==> src/rtl/tlb_with_page_walk_core_defines.svh <==
// assertion macros for the translation buffer
`ifndef TLB_WITH_PAGE_WALK_CORE_DEFINES_SVH
`define TLB_WITH_PAGE_WALK_CORE_DEFINES_SVH

`ifndef ASSERT_OFF
`define TLBW_ASSERT(label, clk, rst_n, prop, msg) \
    label: assert property (@(posedge clk) disable iff (!rst_n) prop) else $error(msg);
`define TLBW_ASSERT_NEVER(label, clk, rst_n, cond, msg) \
    label: assert property (@(posedge clk) disable iff (!rst_n) !(cond)) else $error(msg);
`else
`define TLBW_ASSERT(label, clk, rst_n, prop, msg)
`define TLBW_ASSERT_NEVER(label, clk, rst_n, cond, msg)
`endif

`endif

==> src/rtl/tlbw_pkg.sv <==
package tlbw_pkg;

    localparam int ENTRIES   = 64;
    localparam int IDX_W     = $clog2(ENTRIES);
    localparam int CNT_W     = $clog2(ENTRIES + 1);
    localparam int TAG_W     = 20;
    localparam int PTE_W     = 32;
    localparam int ADDR_W    = 32;
    localparam int PG_SHIFT  = 12;
    localparam int DIR_SHIFT = 22;
    localparam int IDX_BITS  = 10;
    localparam int LFSR_W    = 16;
    localparam int ENT_W     = TAG_W + PTE_W;

    localparam logic [LFSR_W-1:0] LFSR_SEED = 16'hACE1;
    localparam logic [LFSR_W-1:0] LFSR_TAPS = 16'hB400;

    localparam logic [1:0] CMD_LOOKUP = 2'd0;
    localparam logic [1:0] CMD_RESP   = 2'd1;
    localparam logic [1:0] CMD_FLUSH  = 2'd2;

    typedef enum logic [2:0] {
        K_XLATE = 3'd0,
        K_READ  = 3'd1,
        K_FAULT = 3'd2,
        K_FLUSH = 3'd3,
        K_BUSY  = 3'd4
    } t_kind;

    typedef enum logic [1:0] {
        PH_IDLE = 2'd0,
        PH_DIR  = 2'd1,
        PH_TAB  = 2'd2
    } t_phase;

    typedef enum logic {
        S_IDLE = 1'b0,
        S_SCAN = 1'b1
    } t_state;

endpackage

==> src/rtl/tlb_with_page_walk_core.sv <==
// lookup: one request per entry scan; the scan ends on a tag hit or after the last entry
// response, fault and flush results are registered and appear in the cycle after the request is accepted
// the scan reads one tag/pte word per cycle from the entry memory with separate read and write ports
// i_rst_n is synchronous and active low: valid marks, walk phase and output valid are
// cleared, the lfsr is loaded with its seed; the entry memory itself is not initialized
`include "tlb_with_page_walk_core_defines.svh"

module tlb_with_page_walk_core (
    input  logic        i_clk,
    input  logic        i_rst_n,
    input  logic        i_cfg_we,
    input  logic [19:0] i_cfg_wdata,      // page_dir_base
    input  logic        i_s_axis_tvalid,
    output logic        o_s_axis_tready,
    input  logic [63:0] i_s_axis_tdata,   // lin_addr[31:0], mem_data[63:32]
    input  logic [1:0]  i_s_axis_tuser,   // cmd
    output logic        o_m_axis_tvalid,
    input  logic        i_m_axis_tready,
    output logic [71:0] o_m_axis_tdata,   // pte_out[31:0], was_hit[32], read_addr[64:33], zero pad
    output logic [2:0]  o_m_axis_tuser    // kind
);

    localparam int IDX_W = tlbw_pkg::IDX_W;
    localparam int CNT_W = tlbw_pkg::CNT_W;

    logic [tlbw_pkg::TAG_W-1:0]   r_dir_base;
    logic [tlbw_pkg::ENTRIES-1:0] r_valid;
    tlbw_pkg::t_state             r_state, n_state;
    tlbw_pkg::t_phase             r_phase, n_phase;
    logic [31:0]                  r_pend;
    logic [tlbw_pkg::LFSR_W-1:0]  r_lfsr, n_lfsr;
    logic [CNT_W-1:0]             r_idx;
    logic                         r_rd_valid;
    logic [IDX_W-1:0]             r_rd_idx;

    logic              r_out_valid;
    tlbw_pkg::t_kind   r_out_kind;
    logic [31:0]       r_out_pte;
    logic              r_out_hit;
    logic [31:0]       r_out_addr;

    logic [1:0]  cmd;
    logic [31:0] lin;
    logic [31:0] mdata;
    logic        acc;
    logic        out_take;

    logic                      ram_we;
    logic [IDX_W-1:0]          ram_waddr;
    logic [tlbw_pkg::ENT_W-1:0] ram_wdata;
    logic                      ram_re;
    logic [IDX_W-1:0]          ram_raddr;
    logic [tlbw_pkg::ENT_W-1:0] ram_rdata;

    logic        scan_hit;
    logic        scan_last;
    logic        res_valid;
    tlbw_pkg::t_kind res_kind;
    logic [31:0] res_pte;
    logic        res_hit;
    logic [31:0] res_addr;
    logic        start_scan;
    logic        clear_all;

    logic             free_found;
    logic [IDX_W-1:0] free_idx;
    logic [tlbw_pkg::LFSR_W-1:0] lfsr_step;

    assign cmd      = i_s_axis_tuser;
    assign lin      = i_s_axis_tdata[31:0];
    assign mdata    = i_s_axis_tdata[63:32];
    assign acc      = i_s_axis_tvalid && o_s_axis_tready;
    assign out_take = r_out_valid && i_m_axis_tready;

    assign scan_hit  = r_rd_valid && r_valid[r_rd_idx]
                       && (ram_rdata[tlbw_pkg::ENT_W-1:tlbw_pkg::PTE_W]
                           == r_pend[31:tlbw_pkg::PG_SHIFT]);
    assign scan_last = r_rd_valid && (r_rd_idx == IDX_W'(tlbw_pkg::ENTRIES - 1));

    tlbw_ram #(
        .WIDTH (tlbw_pkg::ENT_W),
        .DEPTH (tlbw_pkg::ENTRIES)
    ) u_entries (
        .i_clk   (i_clk),
        .i_we    (ram_we),
        .i_waddr (ram_waddr),
        .i_wdata (ram_wdata),
        .i_re    (ram_re),
        .i_raddr (ram_raddr),
        .o_rdata (ram_rdata)
    );

    // lowest free slot
    always_comb begin
        free_found = 1'b0;
        free_idx   = '0;
        for (int i = tlbw_pkg::ENTRIES - 1; i >= 0; i--) begin
            if (!r_valid[i]) begin
                free_found = 1'b1;
                free_idx   = IDX_W'(i);
            end
        end
    end

    assign lfsr_step = {1'b0, r_lfsr[tlbw_pkg::LFSR_W-1:1]}
                       ^ (r_lfsr[0] ? tlbw_pkg::LFSR_TAPS : '0);

    // next state
    always_comb begin
        n_state = r_state;
        unique case (r_state)
            tlbw_pkg::S_IDLE: begin
                if (start_scan) begin
                    n_state = tlbw_pkg::S_SCAN;
                end
            end
            tlbw_pkg::S_SCAN: begin
                if (scan_hit || scan_last) begin
                    n_state = tlbw_pkg::S_IDLE;
                end
            end
            default: n_state = tlbw_pkg::S_IDLE;
        endcase
    end

    // outputs of the state machine
    always_comb begin
        o_s_axis_tready = (r_state == tlbw_pkg::S_IDLE) && (!r_out_valid || i_m_axis_tready);
        ram_re          = (r_state == tlbw_pkg::S_SCAN)
                          && (r_idx < CNT_W'(tlbw_pkg::ENTRIES));
        ram_raddr       = r_idx[IDX_W-1:0];
    end

    // request handling and result formation
    always_comb begin
        res_valid  = 1'b0;
        res_kind   = tlbw_pkg::K_BUSY;
        res_pte    = '0;
        res_hit    = 1'b0;
        res_addr   = '0;
        n_phase    = r_phase;
        n_lfsr     = r_lfsr;
        ram_we     = 1'b0;
        ram_waddr  = free_idx;
        ram_wdata  = {r_pend[31:tlbw_pkg::PG_SHIFT], mdata};
        start_scan = 1'b0;
        clear_all  = 1'b0;
        if (r_state == tlbw_pkg::S_SCAN) begin
            if (scan_hit) begin
                res_valid = 1'b1;
                res_kind  = tlbw_pkg::K_XLATE;
                res_pte   = ram_rdata[tlbw_pkg::PTE_W-1:0];
                res_hit   = 1'b1;
            end else if (scan_last) begin
                res_valid = 1'b1;
                res_kind  = tlbw_pkg::K_READ;
                res_addr  = {r_dir_base, 12'b0}
                            + {20'b0, r_pend[31:tlbw_pkg::DIR_SHIFT], 2'b0};
                n_phase   = tlbw_pkg::PH_DIR;
            end
        end else if (acc) begin
            res_valid = 1'b1;
            priority if (cmd == tlbw_pkg::CMD_FLUSH) begin
                res_kind  = tlbw_pkg::K_FLUSH;
                n_phase   = tlbw_pkg::PH_IDLE;
                clear_all = 1'b1;
            end else if (cmd == tlbw_pkg::CMD_LOOKUP && r_phase == tlbw_pkg::PH_IDLE) begin
                res_valid  = 1'b0;
                start_scan = 1'b1;
            end else if (cmd == tlbw_pkg::CMD_RESP && r_phase == tlbw_pkg::PH_DIR) begin
                if (!mdata[0]) begin
                    res_kind = tlbw_pkg::K_FAULT;
                    n_phase  = tlbw_pkg::PH_IDLE;
                end else begin
                    res_kind = tlbw_pkg::K_READ;
                    res_addr = {mdata[31:tlbw_pkg::PG_SHIFT], 12'b0}
                               + {20'b0, r_pend[21:tlbw_pkg::PG_SHIFT], 2'b0};
                    n_phase  = tlbw_pkg::PH_TAB;
                end
            end else if (cmd == tlbw_pkg::CMD_RESP && r_phase == tlbw_pkg::PH_TAB) begin
                n_phase = tlbw_pkg::PH_IDLE;
                if (!mdata[0]) begin
                    res_kind = tlbw_pkg::K_FAULT;
                end else begin
                    res_kind = tlbw_pkg::K_XLATE;
                    res_pte  = mdata;
                    ram_we   = 1'b1;
                    if (!free_found) begin
                        n_lfsr    = lfsr_step;
                        ram_waddr = IDX_W'(lfsr_step % tlbw_pkg::ENTRIES);
                    end
                end
            end else begin
                res_kind = tlbw_pkg::K_BUSY;
            end
        end
    end

    always_ff @(posedge i_clk) begin
        if (!i_rst_n) begin
            r_dir_base  <= '0;
            r_valid     <= '0;
            r_state     <= tlbw_pkg::S_IDLE;
            r_phase     <= tlbw_pkg::PH_IDLE;
            r_pend      <= '0;
            r_lfsr      <= tlbw_pkg::LFSR_SEED;
            r_idx       <= '0;
            r_rd_valid  <= 1'b0;
            r_rd_idx    <= '0;
            r_out_valid <= 1'b0;
        end else begin
            if (i_cfg_we) begin
                r_dir_base <= i_cfg_wdata;
            end
            r_state <= n_state;
            r_phase <= n_phase;
            r_lfsr  <= n_lfsr;
            if (clear_all) begin
                r_valid <= '0;
            end else if (ram_we) begin
                r_valid[ram_waddr] <= 1'b1;
            end
            if (start_scan) begin
                r_pend <= lin;
                r_idx  <= '0;
            end else if (ram_re) begin
                r_idx <= r_idx + CNT_W'(1);
            end
            r_rd_valid <= ram_re && !scan_hit;
            r_rd_idx   <= ram_raddr;
            if (res_valid) begin
                r_out_valid <= 1'b1;
            end else if (out_take) begin
                r_out_valid <= 1'b0;
            end
        end
    end

    always_ff @(posedge i_clk) begin
        if (res_valid) begin
            r_out_kind <= res_kind;
            r_out_pte  <= res_pte;
            r_out_hit  <= res_hit;
            r_out_addr <= res_addr;
        end
    end

    assign o_m_axis_tvalid = r_out_valid;
    assign o_m_axis_tuser  = r_out_kind;
    assign o_m_axis_tdata  = {7'b0, r_out_addr, r_out_hit, r_out_pte};

    `TLBW_ASSERT(a_scan_out_empty, i_clk, i_rst_n, (r_state == tlbw_pkg::S_SCAN) |-> !r_out_valid, "result pending during scan")
    `TLBW_ASSERT(a_install_phase, i_clk, i_rst_n, ram_we |-> (r_phase == tlbw_pkg::PH_TAB), "install outside table phase")
    `TLBW_ASSERT_NEVER(a_lfsr_zero, i_clk, i_rst_n, r_lfsr == '0, "victim lfsr locked at zero")
    `TLBW_ASSERT(a_walk_no_scan, i_clk, i_rst_n, (r_state == tlbw_pkg::S_SCAN) |-> (r_phase == tlbw_pkg::PH_IDLE), "scan during walk")

endmodule

==> src/rtl/tlbw_ram.sv <==
module tlbw_ram #(
    parameter int WIDTH = 8,
    parameter int DEPTH = 16
) (
    input  logic                     i_clk,
    input  logic                     i_we,
    input  logic [$clog2(DEPTH)-1:0] i_waddr,
    input  logic [WIDTH-1:0]         i_wdata,
    input  logic                     i_re,
    input  logic [$clog2(DEPTH)-1:0] i_raddr,
    output logic [WIDTH-1:0]         o_rdata
);

    logic [WIDTH-1:0] r_mem [DEPTH];
    logic [WIDTH-1:0] r_rdata;

    always_ff @(posedge i_clk) begin
        if (i_we) begin
            r_mem[i_waddr] <= i_wdata;
        end
        if (i_re) begin
            r_rdata <= r_mem[i_raddr];
        end
    end

    assign o_rdata = r_rdata;

endmodule

==> config.mk <==
export PLATFORM = sky130hd
export DESIGN_NAME = tlb_with_page_walk_core
export DESIGN_NICKNAME = d
export VERILOG_FILES = /design/src/rtl/tlbw_pkg.sv /design/src/rtl/tlb_with_page_walk_core.sv /design/src/rtl/tlbw_ram.sv
export VERILOG_INCLUDE_DIRS = /design/src /design/src/rtl
export SDC_FILE = /design/constraint.sdc
export NUM_CORES = 2
export LEC_CHECK = 0
export BUFFER_PORTS_ARGS = -buffer_cell sky130_fd_sc_hd__buf_2
export CAP_MARGIN = 10
export CELL_PAD_IN_SITES_DETAIL_PLACEMENT = 0
export CELL_PAD_IN_SITES_GLOBAL_PLACEMENT = 1
export CORE_MARGIN = 2
export CORE_UTILIZATION = 60
export DETAILED_ROUTE_END_ITERATION = 16
export PLACE_DENSITY_LB_ADDON = 0.08
export SKIP_CTS_REPAIR_TIMING = 1
export SYNTH_ARGS = -nofsm -noshare
export SYNTH_HDL_FRONTEND = slang
export SYNTH_SLANG_ARGS = --single-unit
export TNS_END_PERCENT = 20
==> constraint.sdc <==
create_clock -name i_clk -period 16.1 [get_ports i_clk]
set_input_delay 3.22 -clock i_clk [delete_from_list [all_inputs] [get_ports i_clk]]
set_output_delay 3.22 -clock i_clk [all_outputs]
set_load 0.02 [all_outputs]
==> flow_summary_export.csv <==
group,metric,value,unit
worst_setup_path,r2r-end,"u_entries.r_mem[8][0]$_DFFE_PP_",
global_routing,grt_first_pass_wirelength,491,mm
logic_synthesis,synth_top_area_frac,0.755,
logic_synthesis,ys_ff_latch,3584,
pwr,power_density,123,nW/um^2
place,hpwl,185,mm
pwr,power_leakage,44.7,nW
finish,area_delta_synth_final,12.3,%
worst_setup_path,crit_start,"i_s_axis_tdata[32]",
worst_setup_path,path_max_fanout,66,
worst_setup_path,worstSetupPathType,"input pin to register",
worst_setup_path,path_delay_family,"buffers and inverters",
worst_setup_path,arrival,9.26,ns
worst_setup_path,worst-path-buf-inv,6,
die,die_area,232000,um^2
logic_synthesis,avgSynthCellArea,23.8,um^2
worst_setup_path,cp_common_cell,"buf_4",
logic_synthesis,synth.most_common_cell,"edfxtp_1",
logic_synthesis,synth_async_sr_flop_share,0,
place,portBuffers,146,
finish,layout-drive-gt1-share,0.323,
die,rows,175,
clocking,clkTransAtPathRegs,0.06,ns
drt,wl,350,mm
worst_setup_path,r2r_cells,11,
logic_synthesis,syn_inst,5759,
logic_synthesis,yosys-top-cells-area,"edfxtp_1, mux4_2, dfxtp_1",
pwr,p_int,15.2,mW
die,die_w,482,um
worst_hold_path,hp-class,"register to register",
logic_synthesis,synthTopCellsByCount,"edfxtp_1, mux4_2, clkbuf_1",
drt,avgViaCountPerCell,6.91,
pwr,seqPwrFrac,0.541,
drt,drt-wirelength-per-cell,37.0,um
sta,fmax,0.115,GHz
die,start_util,0.603,
worst_setup_path,critical_path.max_stage_delay,1.00,ns
worst_setup_path,worstReg2RegStart,"r_valid[43]$_SDFFE_PP0P_",
pwr,combPwrFrac,0.027,
global_routing,antenna_found_initial,12,
drt,dr.first_iter.drc_count,9359,
clocking,cts_made_buffers,364,
logic_synthesis,netlist_area,137000,um^2
sta,finClkSkew,0.0326,ns
clocking,clock-root-buffer,"clkbuf_16",
place,place.gp.congestion,0.821,
die,die_y,482,um
clocking,clkLatencyLatePin,0.95,ns
worst_setup_path,rrSetupSlack,9.87,ns
global_routing,grt_pass1_vias,64682,
worst_setup_path,cp-start-kind,"input pin",
sta,worstMarginPinSlew,1.27,ns
die,io_pins,168,
drt,dr.pass1.iters,8,
worst_setup_path,crit_chain,"buf_2 > buf_4 > nand3b_1 > nor4_4 > buf_4 > and2_1 > nand2_1 > a21oi_1 > or2_1 > buf_4 > nand2_1 > buf_4 > nor3_2 > buf_4",
logic_synthesis,yosys_warnings,0,
logic_synthesis,netlist.top_cell.by_area,"edfxtp_1",
logic_synthesis,ys.flop_type,"edfxtp_1",
pwr,clkPwrFrac,0.433,
global_routing,grt_overflow,0,
pwr,irDropWorstVdd,111,uV
worst_setup_path,crit_path_end,"u_entries.r_mem[8][0]$_DFFE_PP_",
die,core_area,227000,um^2
finish,final_cell_area,154000,um^2
status,status,"completed",
sta,period_needed,8.71,ns
logic_synthesis,synth-edff-count,3446,
sta,holdWs,0.466,ns
clocking,cts_buffer_depth,4,
logic_synthesis,ys_seq_area_frac,0.775,
clocking,cts_tree,"built",
clocking,cts_sinks,3584,
pwr,swShare,0.197,
sta,period_share,0.541,
finish,nets,6267,
logic_synthesis,synth.distinct_cells,68,
sta,grt_setup_unrepaired,"no",
sta,setup_tns,0,ns
drt,ant_nets,0,
sta,setup_viol,0,
pwr,power,18.9,mW
drt,drc,0,
sta,drv_slew,0,
job,max-cap-violations,0,
worst_setup_path,slowest_stage,"buf_4",
global_routing,grt_use_total,0.305,
pwr,switchingPower,3.72,mW
sta,finalHoldViolations,0,
place,dpl_cell_area,142000,um^2
worst_setup_path,cp-end-kind,"register",
sta,slew-limit-headroom,0.151,
drt,vias,65480,
global_routing,grt_max_degree,145,
worst_setup_path,cp_num_cells,14,
clocking,htreeDepth,5,
worst_setup_path,required,16.65,ns
state kept, by name, indices dropped and copies added (netlist names):
register / count
o_m_axis_tuser: 3
o_m_axis_tvalid: 1
r_dir_base: 20
r_idx: 7
r_lfsr: 16
r_out_addr: 30
r_out_hit: 1
r_out_pte: 32
r_pend: 20
r_phase: 2
r_rd_idx: 6
r_rd_valid: 1
r_state: 1
r_valid: 64
u_entries.o_rdata: 52
u_entries.r_mem: 3328
layout make-up:
cell class / count / area (um^2)
antenna: 15 / 37.5
clock buffer: 462 / 9720
clock inverter: 175 / 1690
fill: 13988 / 73300
inverter: 12 / 45.0
multi-input combinational: 1846 / 29900
sequential: 3584 / 106000
tap: 3009 / 3760
timing repair buffer: 367 / 2540
worst min path at each step:
stage	slack, ns	depth (start not counted)	to	startpoint
floorplan	0.44	2	r_lfsr[2]$_SDFFE_PN0P_	r_lfsr[2]$_SDFFE_PN0P_
global placement	0.46	2	r_lfsr[9]$_SDFFE_PN0P_	r_lfsr[9]$_SDFFE_PN0P_
detailed placement	0.46	2	r_lfsr[15]$_SDFFE_PN1P_	r_lfsr[15]$_SDFFE_PN1P_
CTS	0.47	2	r_lfsr[15]$_SDFFE_PN1P_	r_lfsr[15]$_SDFFE_PN1P_
global route	0.49	2	r_lfsr[8]$_SDFFE_PN0P_	r_lfsr[9]$_SDFFE_PN0P_
finish	0.47	2	r_lfsr[2]$_SDFFE_PN0P_	r_lfsr[2]$_SDFFE_PN0P_
tightest hold or removal path: stages (launching register included):
cell and delay (ns):
dfxtp_1 0.31, nand2_1 0.05, a21boi_0 0.06
cells by family (layout without fill, tap and decap cells):
kind of cell             Yosys count  after routing  synth area share
adder cells (fa/ha/maj)            1              1         0.0000912
AND/OR/NAND/NOR                  435            435            0.0161
multiplexers                    1129           1129             0.184
XOR/XNOR                          28             28           0.00179
AO/OA/AOI/OAI                    244            244            0.0137
flip-flops                      3584           3584             0.775
buffers and inverters            337           1016            0.0101
other                              1             24         0.0000273
cells in the final DEF, fill, tap and decap left out, types with 48 or more instances in the layout:
| cell | synthesis | layout |
|---|---|---|
| clkbuf_16 | 0 | 370 |
| clkbuf_1 | 211 | 80 |
| clkinv_1 | 0 | 73 |
| mux4_2 | 1108 | 1108 |
| a22o_1 | 63 | 63 |
| nor3_2 | 1 | 48 |
| buf_4 | 11 | 211 |
| clkinv_2 | 0 | 48 |
| dfxtp_1 | 138 | 114 |
| buf_2 | 41 | 145 |
| nand2_1 | 179 | 178 |
| edfxtp_1 | 3446 | 3446 |
power groups by stage:
| stage | Clock, mW | Combinational [mW] | Sequential, mW |
|---|---|---|---|
| 3_3_place_gp | 0 | 0.492 | 10.4 |
| 5_1_grt | 8.63 | 0.533 | 10.2 |
| 4_1_cts | 8.28 | 0.504 | 10.2 |
| 6_report | 8.18 | 0.501 | 10.2 |
| 3_5_place_dp | 0 | 0.503 | 10.4 |
| 2_1_floorplan | 0 | 0.268 | 10.4 |
through the flow:
| stage | setup WS (ns) | util | instances |
|---|---|---|---|
| 6_report | 7.39 | 0.678 | 9470 |
| 5_1_grt | 7.14 | 0.678 | 9457 |
| 4_1_cts | 7.48 | 0.677 | 9450 |
| 3_5_place_dp | 6.47 | 0.627 | 8813 |
| 3_3_place_gp | 6.59 | 0.627 | 8813 |
| 2_1_floorplan | 5.61 | - | 5767 |
layer usage:
metal	part of all wire	track usage	vias to the layer above
met3	0.096	0.0542	476
met5	0	0	-
li1	-	-	25674
met1	0.39	0.452	35654
met4	0.023	0.0733	0
met2	0.49	0.486	3676
(Power assumes the default switching activity.)
